<file path="config.mk">
export PLATFORM = sky130hd
export DESIGN_NAME = z80_alu_with_flags
export DESIGN_NICKNAME = d
export VERILOG_FILES = /design/src/hdl/zalu_pkg.sv /design/src/hdl/z80_alu_with_flags.sv /design/src/hdl/zalu_core.sv
export VERILOG_INCLUDE_DIRS = /design/src /design/src/hdl
export SDC_FILE = /design/constraint.sdc
export NUM_CORES = 1
export LEC_CHECK = 0
export BUFFER_PORTS_ARGS = -buffer_cell sky130_fd_sc_hd__buf_4
export CORE_MARGIN = 2
export CORE_UTILIZATION = 50
export DETAILED_ROUTE_END_ITERATION = 16
export GPL_ROUTABILITY_DRIVEN = 0
export HOLD_SLACK_MARGIN = 0.1
export PLACE_DENSITY_LB_ADDON = 0.25
export REMOVE_ABC_BUFFERS = 1
export SYNTH_ARGS = -nofsm -noshare
export SYNTH_HDL_FRONTEND = slang
export SYNTH_SLANG_ARGS = --single-unit
</file>
<file path="constraint.sdc">
create_clock -name clk -period 4.1 [get_ports clk]
set_clock_uncertainty 0.15 [all_clocks]
set_input_delay 0.615 -clock clk [delete_from_list [all_inputs] [get_ports clk]]
set_output_delay 0.615 -clock clk [all_outputs]
set_load 0.01 [all_outputs]
</file>
<file path="src/hdl/assert_macros.svh">
// Assertion macros used by the top level of the Z80 ALU.
`ifndef ASSERT_MACROS_SVH
`define ASSERT_MACROS_SVH
`ifndef SYNTHESIS
`define ASSERT_RST(label, clk, rst, prop) \
  label: assert property (@(posedge clk) disable iff (rst) prop) \
    else $error("%m: assertion failed");
`define ASSERT_ALWAYS(label, clk, prop) \
  label: assert property (@(posedge clk) prop) \
    else $error("%m: assertion failed");
`else
`define ASSERT_RST(label, clk, rst, prop)
`define ASSERT_ALWAYS(label, clk, prop)
`endif
`endif

</file>
<file path="src/hdl/zalu_pkg.sv">
// Package with the command codes, request and result types and flag helpers of the Z80 ALU.
`default_nettype none
package zalu_pkg;

  localparam logic [4:0] CMD_ADD   = 5'd0;
  localparam logic [4:0] CMD_ADC   = 5'd1;
  localparam logic [4:0] CMD_SUB   = 5'd2;
  localparam logic [4:0] CMD_SBC   = 5'd3;
  localparam logic [4:0] CMD_AND   = 5'd4;
  localparam logic [4:0] CMD_OR    = 5'd5;
  localparam logic [4:0] CMD_XOR   = 5'd6;
  localparam logic [4:0] CMD_CP    = 5'd7;
  localparam logic [4:0] CMD_INC   = 5'd8;
  localparam logic [4:0] CMD_DEC   = 5'd9;
  localparam logic [4:0] CMD_RLCA  = 5'd10;
  localparam logic [4:0] CMD_RLA   = 5'd11;
  localparam logic [4:0] CMD_RRCA  = 5'd12;
  localparam logic [4:0] CMD_RRA   = 5'd13;
  localparam logic [4:0] CMD_RLC   = 5'd14;
  localparam logic [4:0] CMD_RL    = 5'd15;
  localparam logic [4:0] CMD_RRC   = 5'd16;
  localparam logic [4:0] CMD_RR    = 5'd17;
  localparam logic [4:0] CMD_SLA   = 5'd18;
  localparam logic [4:0] CMD_SRA   = 5'd19;
  localparam logic [4:0] CMD_SRL   = 5'd20;
  localparam logic [4:0] CMD_BIT   = 5'd21;
  localparam logic [4:0] CMD_SET   = 5'd22;
  localparam logic [4:0] CMD_RES   = 5'd23;
  localparam logic [4:0] CMD_CPL   = 5'd24;
  localparam logic [4:0] CMD_ADD16 = 5'd25;
  localparam logic [4:0] CMD_SBC16 = 5'd26;

  typedef struct packed {
    logic [4:0]  command;
    logic [15:0] operand_a;
    logic [15:0] operand_b;
    logic [2:0]  bit_index;
    logic [7:0]  flags_in;
  } alu_req_t;

  typedef struct packed {
    logic [15:0] value;
    logic [7:0]  flags;
  } alu_res_t;

  // Bits 5 and 3 of the flag byte are always produced as zero.
  function automatic logic [7:0] pack_flags(input logic s, input logic z, input logic h,
                                            input logic pv, input logic n, input logic c);
    pack_flags = {s, z, 1'b0, h, 1'b0, pv, n, c};
  endfunction

  function automatic logic [7:0] shift_flags(input logic [7:0] r, input logic c);
    shift_flags = pack_flags(r[7], r == 8'h00, 1'b0, ~^r, 1'b0, c);
  endfunction

endpackage
`default_nettype wire

</file>
<file path="src/hdl/z80_alu_with_flags.sv">
// Top level of the Z80 ALU: request register, datapath and result register.
`default_nettype none
`include "assert_macros.svh"
// The unit takes one request in every clock cycle and never raises busy. The edge that
// accepts a request loads it into the request register, and the next edge loads the
// result register after a single pass through the datapath. The result is then on
// result_value and flags_out, marked by done, for exactly one cycle. The receiver
// cannot hold results off, so it must take each one in the cycle done is high.
module z80_alu_with_flags (
  input  wire         clk,
  input  wire         rst,
  input  wire         start,
  output logic        busy,
  input  wire  [4:0]  command,
  input  wire  [15:0] operand_a,
  input  wire  [15:0] operand_b,
  input  wire  [2:0]  bit_index,
  input  wire  [7:0]  flags_in,
  output logic        done,
  output logic [15:0] result_value,
  output logic [7:0]  flags_out
);

  zalu_pkg::alu_req_t req;
  zalu_pkg::alu_res_t res_next;
  logic               req_valid;

  assign busy = 1'b0;

  always_ff @(posedge clk) begin
    if (rst) begin
      req_valid <= 1'b0;
      done      <= 1'b0;
    end else begin
      req_valid <= start;
      done      <= req_valid;
    end
  end

  always_ff @(posedge clk) begin
    if (start) begin
      req.command   <= command;
      req.operand_a <= operand_a;
      req.operand_b <= operand_b;
      req.bit_index <= bit_index;
      req.flags_in  <= flags_in;
    end
    if (req_valid) begin
      result_value <= res_next.value;
      flags_out    <= res_next.flags;
    end
  end

  zalu_core u_core (
    .req (req),
    .res (res_next)
  );

  `ASSERT_ALWAYS(a_never_busy, clk, !busy)
  `ASSERT_RST(a_done_follows_start, clk, rst, start |-> ##2 done)
  `ASSERT_RST(a_no_spurious_done, clk, rst, !start |-> ##2 !done)
  `ASSERT_RST(a_cp_keeps_target, clk, rst,
    (start && (command == zalu_pkg::CMD_CP || command == zalu_pkg::CMD_BIT))
      |-> ##2 (result_value == $past(operand_a, 2)))
  `ASSERT_RST(a_set_res_keep_flags, clk, rst,
    (start && (command == zalu_pkg::CMD_SET || command == zalu_pkg::CMD_RES))
      |-> ##2 (flags_out == $past(flags_in, 2)))

endmodule
`default_nettype wire

</file>
<file path="src/hdl/zalu_core.sv">
// Combinational datapath of the Z80 ALU: arithmetic, logic, rotates, bit operations and flags.
`default_nettype none
module zalu_core (
  input  wire zalu_pkg::alu_req_t req,
  output zalu_pkg::alu_res_t      res
);

  logic [7:0]  a;
  logic [7:0]  b;
  logic [7:0]  f;
  logic        cin;
  logic [8:0]  sum8;
  logic [8:0]  dif8;
  logic [7:0]  inc8;
  logic [7:0]  dec8;
  logic [7:0]  mask8;
  logic [16:0] sum16;
  logic [16:0] dif16;
  logic [7:0]  r8;

  assign a     = req.operand_a[7:0];
  assign b     = req.operand_b[7:0];
  assign f     = req.flags_in;
  assign cin   = req.flags_in[0];
  assign sum8  = {1'b0, a} + {1'b0, b} + {8'h00, (req.command == zalu_pkg::CMD_ADC) & cin};
  assign dif8  = {1'b0, a} - {1'b0, b} - {8'h00, (req.command == zalu_pkg::CMD_SBC) & cin};
  assign inc8  = a + 8'd1;
  assign dec8  = a - 8'd1;
  assign mask8 = 8'd1 << req.bit_index;
  assign sum16 = {1'b0, req.operand_a} + {1'b0, req.operand_b};
  assign dif16 = {1'b0, req.operand_a} - {1'b0, req.operand_b} - {16'h0000, cin};

  always_comb begin
    r8        = 8'h00;
    res.value = req.operand_a;
    res.flags = f;
    unique case (req.command)
      zalu_pkg::CMD_ADD, zalu_pkg::CMD_ADC: begin
        res.value = {8'h00, sum8[7:0]};
        res.flags = zalu_pkg::pack_flags(sum8[7], sum8[7:0] == 8'h00, a[4] ^ b[4] ^ sum8[4],
                                         ~(a[7] ^ b[7]) & (b[7] ^ sum8[7]), 1'b0, sum8[8]);
      end
      zalu_pkg::CMD_SUB, zalu_pkg::CMD_SBC, zalu_pkg::CMD_CP: begin
        if (req.command != zalu_pkg::CMD_CP) begin
          res.value = {8'h00, dif8[7:0]};
        end
        res.flags = zalu_pkg::pack_flags(dif8[7], dif8[7:0] == 8'h00, a[4] ^ b[4] ^ dif8[4],
                                         (a[7] ^ b[7]) & (a[7] ^ dif8[7]), 1'b1, dif8[8]);
      end
      zalu_pkg::CMD_AND: begin
        r8        = a & b;
        res.value = {8'h00, r8};
        res.flags = zalu_pkg::pack_flags(r8[7], r8 == 8'h00, 1'b1, ~^r8, 1'b0, 1'b0);
      end
      zalu_pkg::CMD_OR: begin
        r8        = a | b;
        res.value = {8'h00, r8};
        res.flags = zalu_pkg::shift_flags(r8, 1'b0);
      end
      zalu_pkg::CMD_XOR: begin
        r8        = a ^ b;
        res.value = {8'h00, r8};
        res.flags = zalu_pkg::shift_flags(r8, 1'b0);
      end
      zalu_pkg::CMD_INC: begin
        res.value = {8'h00, inc8};
        res.flags = zalu_pkg::pack_flags(inc8[7], inc8 == 8'h00, inc8[3:0] == 4'h0,
                                         inc8 == 8'h80, 1'b0, cin);
      end
      zalu_pkg::CMD_DEC: begin
        res.value = {8'h00, dec8};
        res.flags = zalu_pkg::pack_flags(dec8[7], dec8 == 8'h00, dec8[3:0] == 4'hf,
                                         dec8 == 8'h7f, 1'b1, cin);
      end
      zalu_pkg::CMD_RLCA: begin
        res.value = {8'h00, a[6:0], a[7]};
        res.flags = zalu_pkg::pack_flags(f[7], f[6], 1'b0, f[2], 1'b0, a[7]);
      end
      zalu_pkg::CMD_RLA: begin
        res.value = {8'h00, a[6:0], cin};
        res.flags = zalu_pkg::pack_flags(f[7], f[6], 1'b0, f[2], 1'b0, a[7]);
      end
      zalu_pkg::CMD_RRCA: begin
        res.value = {8'h00, a[0], a[7:1]};
        res.flags = zalu_pkg::pack_flags(f[7], f[6], 1'b0, f[2], 1'b0, a[0]);
      end
      zalu_pkg::CMD_RRA: begin
        res.value = {8'h00, cin, a[7:1]};
        res.flags = zalu_pkg::pack_flags(f[7], f[6], 1'b0, f[2], 1'b0, a[0]);
      end
      zalu_pkg::CMD_RLC: begin
        r8        = {a[6:0], a[7]};
        res.value = {8'h00, r8};
        res.flags = zalu_pkg::shift_flags(r8, a[7]);
      end
      zalu_pkg::CMD_RL: begin
        r8        = {a[6:0], cin};
        res.value = {8'h00, r8};
        res.flags = zalu_pkg::shift_flags(r8, a[7]);
      end
      zalu_pkg::CMD_RRC: begin
        r8        = {a[0], a[7:1]};
        res.value = {8'h00, r8};
        res.flags = zalu_pkg::shift_flags(r8, a[0]);
      end
      zalu_pkg::CMD_RR: begin
        r8        = {cin, a[7:1]};
        res.value = {8'h00, r8};
        res.flags = zalu_pkg::shift_flags(r8, a[0]);
      end
      zalu_pkg::CMD_SLA: begin
        r8        = {a[6:0], 1'b0};
        res.value = {8'h00, r8};
        res.flags = zalu_pkg::shift_flags(r8, a[7]);
      end
      zalu_pkg::CMD_SRA: begin
        r8        = {a[7], a[7:1]};
        res.value = {8'h00, r8};
        res.flags = zalu_pkg::shift_flags(r8, a[0]);
      end
      zalu_pkg::CMD_SRL: begin
        r8        = {1'b0, a[7:1]};
        res.value = {8'h00, r8};
        res.flags = zalu_pkg::shift_flags(r8, a[0]);
      end
      zalu_pkg::CMD_BIT: begin
        res.flags = zalu_pkg::pack_flags(f[7], ~a[req.bit_index], 1'b1, f[2], 1'b0, f[0]);
      end
      zalu_pkg::CMD_SET: begin
        res.value = {8'h00, a | mask8};
      end
      zalu_pkg::CMD_RES: begin
        res.value = {8'h00, a & ~mask8};
      end
      zalu_pkg::CMD_CPL: begin
        res.value = {8'h00, ~a};
        res.flags = zalu_pkg::pack_flags(f[7], f[6], 1'b1, f[2], 1'b1, f[0]);
      end
      zalu_pkg::CMD_ADD16: begin
        res.value = sum16[15:0];
        res.flags = zalu_pkg::pack_flags(f[7], f[6],
                                         req.operand_a[12] ^ req.operand_b[12] ^ sum16[12],
                                         f[2], 1'b0, sum16[16]);
      end
      zalu_pkg::CMD_SBC16: begin
        res.value = dif16[15:0];
        res.flags = zalu_pkg::pack_flags(dif16[15], dif16[15:0] == 16'h0000,
                                         req.operand_a[12] ^ req.operand_b[12] ^ dif16[12],
                                         (req.operand_a[15] ^ req.operand_b[15]) &
                                         (req.operand_a[15] ^ dif16[15]),
                                         1'b1, dif16[16]);
      end
      default: begin
        res.value = req.operand_a;
        res.flags = f;
      end
    endcase
  end

endmodule
`default_nettype wire
</file>
==> reports/results.ini <==
[run_status]
status=completed

[yosys]
ys_types=85
synth_top_area_share_pct=28.5
synth_cells=860
async_reset_ff_share_pct=0
synth-edff-count=72
yosysWarnings=0
syn_area_per_cell_um2=8.84
ys_ff_latch=74
syn-cell-area_um2=7600
synth_area_leader_cell=edfxtp_1
ys_seq_area_share_pct=29.0
synth_top_flop_cell=edfxtp_1
synthTopCellsByArea=edfxtp_1 (28%), ha_1 (14%), xnor2_1 (6.3%)

[cells_and_area]
multi_input_area_um2=4910
layout-drive-gt1-share_pct=14.9
syn_to_final_growth_pct=14.7
layoutNonFillerInstCount=1124
final_util_pct=58.0
fillers=1390
final_cell_mix=buf_4 (102), ha_1 (87), inv_1 (75)
diodes=0
final_common_cell=buf_4
ff_latch_area_um2=2200
layout.nets=1076

[drt]
drtAntennaViolNets=0
routed_wl_mm=25.0
dr.pass1.iters=6
vias=7323
drt_iter0_markers=1152
drc=0
viasPerCell=6.52
wl_per_cell_um=22.3

[grt]
met2_usage_pct=45.8
gr-usage-met3_pct=10.7
overflow=0
grt_pass1_wl_mm=38.7
top_usage_layer=met2
grt_usage_pct=31.1
antenna_found_initial=0
grt_util_met1_pct=41.8
grt_max_degree=50
first_global_vias=6891

[sta]
setup_violations=0
setup_tns_ns=0
period_minus_slack_ns=3.65
slew_headroom_pct=39.8
hold_viol=0
fmax_mhz=274
rsz0062_at_grt=false
worst_pin_slew_ns=0.896
final-max-slew-violation-count=0
post-route-period-util_pct=89.0
holdWs_ns=0.272
worst_slack_ns=0.452

[worst_setup_path]
end_kind=flop
cpLargestDelayFamily=adder cells
startpoint_type=flop
worstPathCellList=nand2b_1 -> nor3_1 -> nand3_1 -> fa_1 -> fa_1 -> o21a_1 -> nor2_1 -> o21ai_0 -> xnor2_1 -> o2111ai_1 -> a41oi_1 -> o22ai_1
crit_slowest_cell=fa_1
cp.required_ns=4.04
critPathMaxFanout=4
max_stage_delay_ns=0.49
cp_common_cell=fa_1
path_class=flop to flop
critical_path_arrival_ns=3.59
path_buf_inv=0

[place]
portBuffers=75
dp_hpwl_mm=18.7
dp.cells=1108
pre_cts_ws_ns=0.595

[power_and_ir_drop]
power.density_nw_per_um2=380
ir_drop_uv=240
p_leak_nw=3.52

[die]
io_pins=77
die_h_um=127
start_util_pct=50.5
core-area_um2=15000
dieArea_um2=16200
dieWidth_um=127
fp-row-count=45

[clock_tree]
cts.clk_slew.worst_paths_ns=0.07
htree_levels=3
cts_resized=0
ctsHoldBuffers=0
clkLatencyLatePin_ns=0.35
cts_root_buffer=clkbuf_16
cts_setup_buffers=0
clockBufferDepth=2
clkSinkCount=74
cts_tree=yes
cts_made_buffers=9

[worst_hold_path]
hold_path_class=input pin to flop

[run]
maxCapViolations=0

-- worst paths after layout --
| check | startpoint | endpoint | slack (ns) | cells after the start |
|---|---|---|---|---|
| min | rst | done$_SDFF_PP0_ | 0.27 | 2 |
| max reg2reg | req[45]$_DFFE_PP_ | flags_out[0]$_DFFE_PP_ | 0.45 | 12 |
| max | req[45]$_DFFE_PP_ | flags_out[0]$_DFFE_PP_ | 0.45 | 12 |
| min reg2reg | req[5]$_DFFE_PP_ | flags_out[5]$_DFFE_PP_ | 0.40 | 1 |
-- cell usage after synthesis, types with 11 or more instances --
master / number
nor2_1: 48
buf_2: 13
a221oi_1: 11
inv_1: 75
o22ai_1: 15
nand4_1: 17
nand3_1: 18
nor2b_1: 17
edfxtp_1: 72
xnor2_1: 55
ha_1: 87
nor3_1: 19
nor4_1: 11
nand2_1: 68
clkbuf_1: 22
a21oi_1: 50
a21o_1: 12
o21ai_0: 53
-- worst register-to-register path, cell delays in order, from the launching register on --
cell and delay (ns):
edfxtp_1 0.37, nand2b_1 0.17, nor3_1 0.24, nand3_1 0.15, fa_1 0.44, fa_1 0.49
o21a_1 0.22, nor2_1 0.18, o21ai_0 0.15, xnor2_1 0.28, o2111ai_1 0.16, a41oi_1 0.24
o22ai_1 0.14
-- cell families after synthesis --
kind of cell | count (synthesis) | synth area share (%)
simple gates | 258 | 17.6
compound gates | 246 | 22.2
buf+inv | 118 | 6.37
fa+ha+maj | 94 | 16.2
flops | 74 | 29.0
xor+xnor | 64 | 7.62
mux | 5 | 0.988
other cells | 1 | 0.0494
-- sequential cells by signal (all words and copies together), names as in the netlist --
register      flops
result_value     16
done              1
flags_out         8
req_valid         1
req              48
-- layout make-up --
cell class                 count  area share, %
clock inverter                 6          0.833
sequential                    74           25.3
inverter                      76           3.27
tap                          188           2.70
timing repair buffer         102           8.79
clock buffer                  10           2.74
multi-input combinational    668           56.4
-- stage by stage --
step	instance area, µm²	total power, mW
3_5_place_dp	8400	2.43
2_1_floorplan	7400	1.96
3_3_place_gp	8400	2.42
4_1_cts	8710	3.28
5_1_grt	8710	3.48
6_report	8710	3.31
-- per-layer routing --
| metal | share of wire, % | vias to the layer above | wire, µm |
|---|---|---|---|
| li1 | - | 3332 | - |
| met2 | 42 | 517 | 10600 |
| met3 | 13 | 101 | 3260 |
| met4 | 4.6 | 0 | 1150 |
| met1 | 40 | 3373 | 10000 |
| met5 | 0 | - | 0 |
-- power breakdown --
group | total [mW] | switching [mW] | leakage, nW | internal [mW]
sequential | 0.960 | 0.0443 | 0.699 | 0.916
clock | 0.839 | 0.344 | 0.150 | 0.494
combinational | 1.51 | 0.915 | 2.67 | 0.599
No activity file was read; power rests on OpenSTA's default activity.
